$ cat config.mk
export PLATFORM = sky130hd
export DESIGN_NAME = pid_with_output_clamp_unit
export DESIGN_NICKNAME = d
export VERILOG_FILES = /design/src/rtl/pidc_pkg.sv /design/src/rtl/pid_with_output_clamp_unit.sv
export SDC_FILE = /design/constraint.sdc
export NUM_CORES = 2
export LEC_CHECK = 0
export BUFFER_PORTS_ARGS = -buffer_cell sky130_fd_sc_hd__buf_2
export CORE_ASPECT_RATIO = 1.75
export CORE_UTILIZATION = 50
export DETAILED_ROUTE_END_ITERATION = 10
export PLACE_DENSITY = 0.76
export RECOVER_POWER = 25
export SLEW_MARGIN = 15
export SYNTH_ARGS = -nofsm -noshare
export SYNTH_HDL_FRONTEND = slang
export SYNTH_SLANG_ARGS = --single-unit
$ cat constraint.sdc
create_clock -name clk -period 8.1 [get_ports clk]
set_clock_uncertainty 0.15 [all_clocks]
set_input_delay 0.81 -clock clk [delete_from_list [all_inputs] [get_ports clk]]
set_output_delay 0.81 -clock clk [all_outputs]
set_load 0.02 [all_outputs]
$ cat src/rtl/pidc_pkg.sv
// ----------------------------------------------------------------------------
// PID regulator with output clamp: shared definitions
// Widths, register indexes, reset values and sequencer codes.
// ----------------------------------------------------------------------------
package pidc_pkg;

  localparam int DATA_W  = 16;
  localparam int ADDR_W  = 3;
  localparam int INT_W   = 40;
  localparam int DIFF_W  = 17;
  localparam int DER_W   = 34;
  localparam int MUL_A_W = 17;
  localparam int MUL_B_W = 21;
  localparam int PROD_W  = MUL_A_W + MUL_B_W;
  localparam int ACC_W   = 60;
  localparam int OUT_FRAC = 28;

  typedef logic signed [DATA_W-1:0] word_t;
  typedef logic [ADDR_W-1:0] reg_idx_t;

  localparam reg_idx_t REG_KP        = 3'd0;
  localparam reg_idx_t REG_KI        = 3'd1;
  localparam reg_idx_t REG_KD        = 3'd2;
  localparam reg_idx_t REG_DT_STEP   = 3'd3;
  localparam reg_idx_t REG_RATE_INV  = 3'd4;
  localparam reg_idx_t REG_STEER_MIN = 3'd5;
  localparam reg_idx_t REG_STEER_MAX = 3'd6;

  localparam logic [DATA_W-1:0] RST_KP        = 16'd2048;
  localparam logic [DATA_W-1:0] RST_KI        = 16'd41;
  localparam logic [DATA_W-1:0] RST_KD        = 16'd0;
  localparam logic [DATA_W-1:0] RST_DT_STEP   = 16'd13107;
  localparam logic [DATA_W-1:0] RST_RATE_INV  = 16'd1280;
  localparam logic [DATA_W-1:0] RST_STEER_MIN = 16'hE6DE;
  localparam logic [DATA_W-1:0] RST_STEER_MAX = 16'd6434;

  localparam logic [1:0] ST_IDLE = 2'd0;
  localparam logic [1:0] ST_RUN  = 2'd1;
  localparam logic [1:0] ST_DONE = 2'd2;

  localparam logic [2:0] STEP_E_DT    = 3'd0;
  localparam logic [2:0] STEP_DIFF    = 3'd1;
  localparam logic [2:0] STEP_KP      = 3'd2;
  localparam logic [2:0] STEP_KI_LO   = 3'd3;
  localparam logic [2:0] STEP_KI_HI   = 3'd4;
  localparam logic [2:0] STEP_KD_LO   = 3'd5;
  localparam logic [2:0] STEP_KD_HI   = 3'd6;
  localparam logic [2:0] STEP_LAST    = 3'd7;

endpackage

$ cat src/rtl/pid_with_output_clamp_unit.sv
// ----------------------------------------------------------------------------
// PID regulator with output clamp
// Fixed-point PID over one shared 17x21 multiplier driven by a step counter.
// ----------------------------------------------------------------------------
// Usage:
// The input channel takes one Q4.12 error word per item on in_valid/in_ready.
// The result channel gives the clamped Q4.12 steering word and a clamp flag
// on out_valid/out_ready. Gains, period, reciprocal period and limits are set
// through cfg_we/cfg_addr/cfg_wdata; the user must write them only while no
// item is in flight, since the block itself does not enforce this.
// Each item takes eight sequencer steps on the shared multiplier (seven
// products, one product registered per step and accumulated in the next)
// plus one step for the limit compare and rounding. in_ready is high again
// the cycle after the result is loaded, so no new item is taken before then.
// The output register holds a finished word while the receiver stalls, and a
// new item may be accepted meanwhile; the final step waits for the register.
// Synchronous reset clears the integral and previous error, loads the
// default gains, period, reciprocal period and limits, and drops out_valid.
module pid_with_output_clamp_unit (
  input  logic                    clk,
  input  logic                    rst_n,
  input  logic                    in_valid,
  output logic                    in_ready,
  input  pidc_pkg::word_t         in_error_sample,
  output logic                    out_valid,
  input  logic                    out_ready,
  output pidc_pkg::word_t         out_steering,
  output logic                    out_clamped,
  input  logic                    cfg_we,
  input  pidc_pkg::reg_idx_t      cfg_addr,
  input  logic [15:0]             cfg_wdata
);
  import pidc_pkg::*;

  logic [1:0] state_r, state_nxt;
  logic [2:0] step_r, step_nxt;

  logic signed [DATA_W-1:0] kp_r, ki_r, kd_r, steer_min_r, steer_max_r;
  logic [DATA_W-1:0] dt_step_r, rate_inv_r;

  logic signed [DATA_W-1:0] err_r, prev_err_r;
  logic signed [DIFF_W-1:0] diff_r;
  logic signed [INT_W-1:0]  integ_r, integ_nxt;
  logic signed [DER_W-1:0]  deriv_r;
  logic signed [PROD_W-1:0] prod_r;
  logic signed [ACC_W-1:0]  acc_r, acc_nxt;

  logic signed [MUL_A_W-1:0] mul_a;
  logic signed [MUL_B_W-1:0] mul_b;
  logic signed [PROD_W-1:0]  mul_p;
  logic signed [ACC_W-1:0]   prod_ext;
  logic signed [INT_W:0]     integ_sum;
  logic signed [ACC_W-1:0]   lim_hi, lim_lo, rounded;

  logic out_valid_r;
  word_t out_steering_r;
  logic out_clamped_r;
  logic accept, finish;

  assign accept   = in_valid && in_ready;
  assign finish   = (state_r == ST_DONE) && (!out_valid_r || out_ready);
  assign in_ready = (state_r == ST_IDLE);

  // Configuration registers.
  always_ff @(posedge clk) begin
    if (!rst_n) begin
      kp_r        <= RST_KP;
      ki_r        <= RST_KI;
      kd_r        <= RST_KD;
      dt_step_r   <= RST_DT_STEP;
      rate_inv_r  <= RST_RATE_INV;
      steer_min_r <= RST_STEER_MIN;
      steer_max_r <= RST_STEER_MAX;
    end else if (cfg_we) begin
      unique case (cfg_addr)
        REG_KP:        kp_r        <= cfg_wdata;
        REG_KI:        ki_r        <= cfg_wdata;
        REG_KD:        kd_r        <= cfg_wdata;
        REG_DT_STEP:   dt_step_r   <= cfg_wdata;
        REG_RATE_INV:  rate_inv_r  <= cfg_wdata;
        REG_STEER_MIN: steer_min_r <= cfg_wdata;
        REG_STEER_MAX: steer_max_r <= cfg_wdata;
        default: ;
      endcase
    end
  end

  // Operand select for the shared multiplier.
  always_comb begin
    mul_a = '0;
    mul_b = '0;
    case (step_r)
      STEP_E_DT: begin
        mul_a = {err_r[DATA_W-1], err_r};
        mul_b = {{(MUL_B_W-DATA_W){1'b0}}, dt_step_r};
      end
      STEP_DIFF: begin
        mul_a = diff_r;
        mul_b = {{(MUL_B_W-DATA_W){1'b0}}, rate_inv_r};
      end
      STEP_KP: begin
        mul_a = {kp_r[DATA_W-1], kp_r};
        mul_b = {{(MUL_B_W-DATA_W){err_r[DATA_W-1]}}, err_r};
      end
      STEP_KI_LO: begin
        mul_a = {ki_r[DATA_W-1], ki_r};
        mul_b = {1'b0, integ_r[19:0]};
      end
      STEP_KI_HI: begin
        mul_a = {ki_r[DATA_W-1], ki_r};
        mul_b = {integ_r[INT_W-1], integ_r[INT_W-1:20]};
      end
      STEP_KD_LO: begin
        mul_a = {kd_r[DATA_W-1], kd_r};
        mul_b = {4'b0, deriv_r[16:0]};
      end
      STEP_KD_HI: begin
        mul_a = {kd_r[DATA_W-1], kd_r};
        mul_b = {{(MUL_B_W-17){deriv_r[DER_W-1]}}, deriv_r[DER_W-1:17]};
      end
      default: ;
    endcase
  end

  assign mul_p    = mul_a * mul_b;
  assign prod_ext = {{(ACC_W-PROD_W){prod_r[PROD_W-1]}}, prod_r};

  // Integral update with saturation to the signed 40-bit range.
  always_comb begin
    integ_sum = {integ_r[INT_W-1], integ_r} + {{(INT_W+1-PROD_W){prod_r[PROD_W-1]}}, prod_r};
    integ_nxt = integ_sum[INT_W-1:0];
    if (integ_sum[INT_W] != integ_sum[INT_W-1]) begin
      integ_nxt = integ_sum[INT_W] ? {1'b1, {(INT_W-1){1'b0}}} : {1'b0, {(INT_W-1){1'b1}}};
    end
  end

  // Accumulation of the three terms in Q.40.
  always_comb begin
    acc_nxt = acc_r;
    case (step_r)
      STEP_KI_LO: acc_nxt = prod_ext <<< 16;
      STEP_KI_HI: acc_nxt = acc_r + prod_ext;
      STEP_KD_LO: acc_nxt = acc_r + (prod_ext <<< 20);
      STEP_KD_HI: acc_nxt = acc_r + (prod_ext <<< 8);
      STEP_LAST:  acc_nxt = acc_r + (prod_ext <<< 25);
      default: ;
    endcase
  end

  assign lim_hi  = {{(ACC_W-DATA_W-OUT_FRAC){steer_max_r[DATA_W-1]}}, steer_max_r,
                    {OUT_FRAC{1'b0}}};
  assign lim_lo  = {{(ACC_W-DATA_W-OUT_FRAC){steer_min_r[DATA_W-1]}}, steer_min_r,
                    {OUT_FRAC{1'b0}}};
  assign rounded = acc_r + {{(ACC_W-OUT_FRAC){1'b0}}, 1'b1, {(OUT_FRAC-1){1'b0}}};

  // Sequencer.
  always_comb begin
    state_nxt = state_r;
    step_nxt  = step_r;
    unique case (state_r)
      ST_IDLE: begin
        if (accept) begin
          state_nxt = ST_RUN;
          step_nxt  = '0;
        end
      end
      ST_RUN: begin
        if (step_r == STEP_LAST) begin
          state_nxt = ST_DONE;
          step_nxt  = '0;
        end else begin
          step_nxt = step_r + 3'd1;
        end
      end
      ST_DONE: begin
        if (finish) begin
          state_nxt = ST_IDLE;
        end
      end
      default: begin
        state_nxt = ST_IDLE;
        step_nxt  = '0;
      end
    endcase
  end

  always_ff @(posedge clk) begin
    if (!rst_n) begin
      state_r     <= ST_IDLE;
      step_r      <= '0;
      out_valid_r <= 1'b0;
      integ_r     <= '0;
      prev_err_r  <= '0;
    end else begin
      state_r <= state_nxt;
      step_r  <= step_nxt;
      if (accept) begin
        prev_err_r <= in_error_sample;
      end
      if (state_r == ST_RUN && step_r == STEP_DIFF) begin
        integ_r <= integ_nxt;
      end
      if (finish) begin
        out_valid_r <= 1'b1;
      end else if (out_ready) begin
        out_valid_r <= 1'b0;
      end
    end
  end

  always_ff @(posedge clk) begin
    if (accept) begin
      err_r  <= in_error_sample;
      diff_r <= {in_error_sample[DATA_W-1], in_error_sample}
              - {prev_err_r[DATA_W-1], prev_err_r};
    end
    if (state_r == ST_RUN) begin
      prod_r <= mul_p;
      acc_r  <= acc_nxt;
      if (step_r == STEP_KP) begin
        deriv_r <= prod_r[DER_W-1:0];
      end
    end
    if (finish) begin
      if (acc_r > lim_hi) begin
        out_steering_r <= steer_max_r;
        out_clamped_r  <= 1'b1;
      end else if (acc_r <= lim_lo) begin
        out_steering_r <= steer_min_r;
        out_clamped_r  <= 1'b1;
      end else begin
        out_steering_r <= rounded[OUT_FRAC+DATA_W-1:OUT_FRAC];
        out_clamped_r  <= 1'b0;
      end
    end
  end

  assign out_valid    = out_valid_r;
  assign out_steering = out_steering_r;
  assign out_clamped  = out_clamped_r;

`ifndef ASSERT_OFF
  a_accept_starts_run: assert property (@(posedge clk) disable iff (!rst_n)
    accept |=> (state_r == ST_RUN) && (step_r == STEP_E_DT))
    else $error("accepted word did not start the sequencer");

  a_step_idle_zero: assert property (@(posedge clk) disable iff (!rst_n)
    (state_r != ST_RUN) |-> (step_r == '0))
    else $error("step counter moved outside the run state");

  a_valid_from_done: assert property (@(posedge clk) disable iff (!rst_n)
    $rose(out_valid_r) |-> ($past(state_r) == ST_DONE))
    else $error("result appeared without a finished computation");

  a_done_loads_output: assert property (@(posedge clk) disable iff (!rst_n)
    finish |=> out_valid_r && (state_r == ST_IDLE))
    else $error("finished result was not loaded");
`endif

endmodule
==> metrics.md <==
| Metric | Value |
|---|---|
| Part of the cycle the worst path needs | `0.994` |
| DRC Markers | `1` |
| Design internal power | `10300 uW` |
| Final setup violation count | `0` |
| Clk slew on worst S/H paths | `0.06 ns` |
| Psw | `between 9000 and 10000 uW` |
| Comb power frac | `0.754` |
| Final hold slack | `0.310 ns` |
| Input/output buffers | `58` |
| Vias in the first global route | `41600` |
| Final number of hold-violating endpoints | `0` |
| Synth cell types | `90` |
| Finished Cell Area | `0.0481 mm2` |
| Routed vias/inst | `about 6.4` |
| Failing checks | `design-rule violations, max-capacitance violations, max-slew violations` |
| Initial drt markers | `around 3900` |
| Synth Flop Type | `edfxtp_1` |
| Peak supply drop | `0.738 mV` |
| Critical path's slowest cell | `fa_1` |
| Clock Path Buffers | `3` |
| Routed len/inst | `25.5 um` |
| Hold-fix buffers, CTS | `0` |
| Switching Share | `0.483` |
| Sequential share of the synthesized area | `0.212` |
| Maximum clock rate | `approximately 0.12 GHz` |
| Gate count of the mapped netlist | `4993` |
| EDFF count, synth | `182` |
| Post-synthesis cell area | `0.0423 mm2` |
| FF-to-FF setup slack | `0.05 ns` |
| Routed wire length | `162000 um` |
| Max_slew headroom | `-0.925` |
| GRT Total Usage | `0.377` |
| CTS tree | `done` |
| Min-delay worst type | `register to register` |
| Max-cap viol count | `3` |
| Leakage power total | `0.0216 uW` |
| Core ar. | `0.0834 mm2` |
| Critical Path Source Type | `register` |
| Grt ovf | `0` |
| Final Wtd Congestion | `between 1 and 1.5` |
| Via count | `just over 40000` |
| Dpl cell area | `0.0460 mm2` |
| Worst-Margin Slew | `2.89 ns` |
| Critical Path Sink Type | `register` |
| Cells after DPL | `6246` |
| Max Slew Vio Count | `68` |
| Post-synth ARST share | `0` |
| Power share of the sequential group | `0.144` |
| Power Density | `415 mW/mm2` |
| HPWL after DPL | `126000 um` |
| Std-Cell Rows | `140` |
| Share of cells above drive strength 1 | `0.118` |
| Starting density of the core | `0.507` |
| Final min period | `a little over 8 ns` |
| Average size of a mapped cell | `approximately 8.5 um2` |
| Most frequent CP cell | `fa_1` |
| RSZ-0062 raised after global routing | `yes` |
| 1st-pass router iterations | `8` |
| CTS root buf | `clkbuf_16` |
| First-pass GRT wire length | `about 240000 um` |
| Syn_nets | `about 5800` |
| Post-route insts no fill | `about 6300` |
| Final nets | `6033` |
| Largest net degree at the start of global routing | `119` |
| CTS Sinks | `356` |
| #FFs+latches synth | `approximately 360` |
| Power share of the clock group | `0.103` |
| Layout area overhead | `13.9%` |
| Max incr delay on CP | `0.68 ns` |
| CP max FO | `5` |
| TritonCTS Buffers | `40` |
| Outcome | `finished with violations` |
| Crit Path Class | `register to register` |
| Critical path required time | `8.31 ns` |
| H-tree depth | `2` |
| Die width | `222 um` |
| Die Area | `0.0858 mm2` |
| Final ANT Viol Nets | `0` |
| Die Y | `just under 400 um` |
| Num ports | `59` |
| Crit path DAT | `8.26 ns` |
| Yosys warnings | `0` |
| Skew-Pair Late Insertion Delay | `0.62 ns` |
| Initial antenna violation count | `5` |
==> layer usage <==
metal	part of all wire	track usage	vias to the layer above	routed length (um)
met5	0.00020	0	-	32
met4	0.13	0.408	4	21600
met3	0.076	0.0794	1034	12300
met2	0.48	0.644	2123	77900
met1	0.31	0.361	19500	50300
li1	-	-	18000	-
==> synthesized netlist by cell type, drive strengths merged (40+ instances only) <==
cell | number | area share
o21a | 41 | 0.0073
o211ai | 51 | 0.0091
fa | 362 | 0.17
a21boi | 109 | 0.019
dfxtp | 174 | 0.082
a211oi | 41 | 0.0077
a21o | 152 | 0.027
nand2 | 655 | 0.058
ha | 387 | 0.11
xor2 | 84 | 0.018
mux2i | 45 | 0.011
inv | 524 | 0.047
xnor2 | 148 | 0.031
nor2 | 378 | 0.034
a21oi | 368 | 0.044
edfxtp | 182 | 0.13
nor3 | 60 | 0.0072
nand4 | 46 | 0.0068
o21ai | 257 | 0.031
and3 | 40 | 0.0059
clkbuf | 190 | 0.017
a221oi | 65 | 0.014
nand3 | 107 | 0.013
==> state kept, by name (all words and copies together) (netlist names) <==
signal,count
out_valid,1
diff_r,17
kd_r,16
prod_r,38
out_clamped,1
ki_r,16
dt_step_r,16
kp_r,16
steer_max_r,16
steer_min_r,16
rate_inv_r,16
out_steering,16
deriv_r,34
err_r,16
step_r,3
acc_r,60
integ_r,40
state_r,2
prev_err_r,16
==> area by class of cell <==
type | count | area [um2]
diodes | 9 | 22.5
multi-input cells | 3901 | 31200
well taps | 1065 | 1330
clock buffers | 50 | 1100
clock inverters | 23 | 342
flip-flops and latches | 356 | 8950
repair buffers | 420 | 3210
inverters | 525 | 1970
fillers | 7419 | 35200
==> power groups by stage <==
stage	sequential (uW)	clock (uW)	combinational (uW)
2_1_floorplan	2620	0	8700
6_report	2870	2050	15100
4_1_cts	2800	2070	13600
5_1_grt	2830	2120	16400
3_3_place_gp	2840	0	13300
3_5_place_dp	2840	0	13500
==> metrics by stage <==
step	TNS, ns	setup WS (ns)	total power [uW]	utilization
after global placement	-0.658	-0.241	16100	0.551
after floorplan	0	0.0376	11300	-
after CTS	-0.0649	-0.0649	18500	0.570
after detailed placement	-1.02	-0.373	16400	0.551
final	0	0.0490	20000	0.577
after global routing	-0.373	-0.235	21400	0.577
==> cells by family after synthesis <==
kind of cell,count (synthesis),synth area share
DFF,356,0.212
xor gates and xnor gates,232,0.0482
buffers and inverters,736,0.0656
adders and majority gates,757,0.288
AOI/OAI and AO/OA,1394,0.221
and+or+nand+nor,1466,0.153
muxes,52,0.0125
==> final timing paths <==
kind,start,depth (start not counted),to
setup / recovery,step_r[1],30,prod_r[37]
hold / removal,prev_err_r[5],2,prev_err_r[5]
setup reg to reg,step_r[1],30,prod_r[37]
hold reg to reg,prev_err_r[5],2,prev_err_r[5]
==> cell usage in the layout (no fill, tap or decap), types with 57 or more instances in the layout <==
cell type,n
nand3_1,106
a21o_1,151
edfxtp_1,182
ha_1,371
a21oi_1,355
xnor2_1,147
buf_4,321
nor3_1,57
nor2_1,371
inv_1,514
o21ai_0,215
dfxtp_1,171
fa_1,340
a21boi_0,108
nand2_1,647
xor2_1,83
==> critical path, delay by kind of cell, from the launching register on <==
kind	cells	cell delay, ns
xor gates and xnor gates	1	0.07
DFF	1	0.33
buffers and inverters	7	0.96
adders and majority gates	8	3.73
and+or+nand+nor	4	0.52
AOI/OAI and AO/OA	10	2.05
==> what timing repair did <==
| action | in CTS | in global routing |
|---|---|---|
| pin swaps | 9 | 83 |
| gates resized for setup | 20 | 118 |
| setup endpoints to repair | 8 | 14 |
| cloned | 0 | 1 |
| buffers inserted | 1 | 19 |
Note: power is estimated with default switching activity, not from simulation.
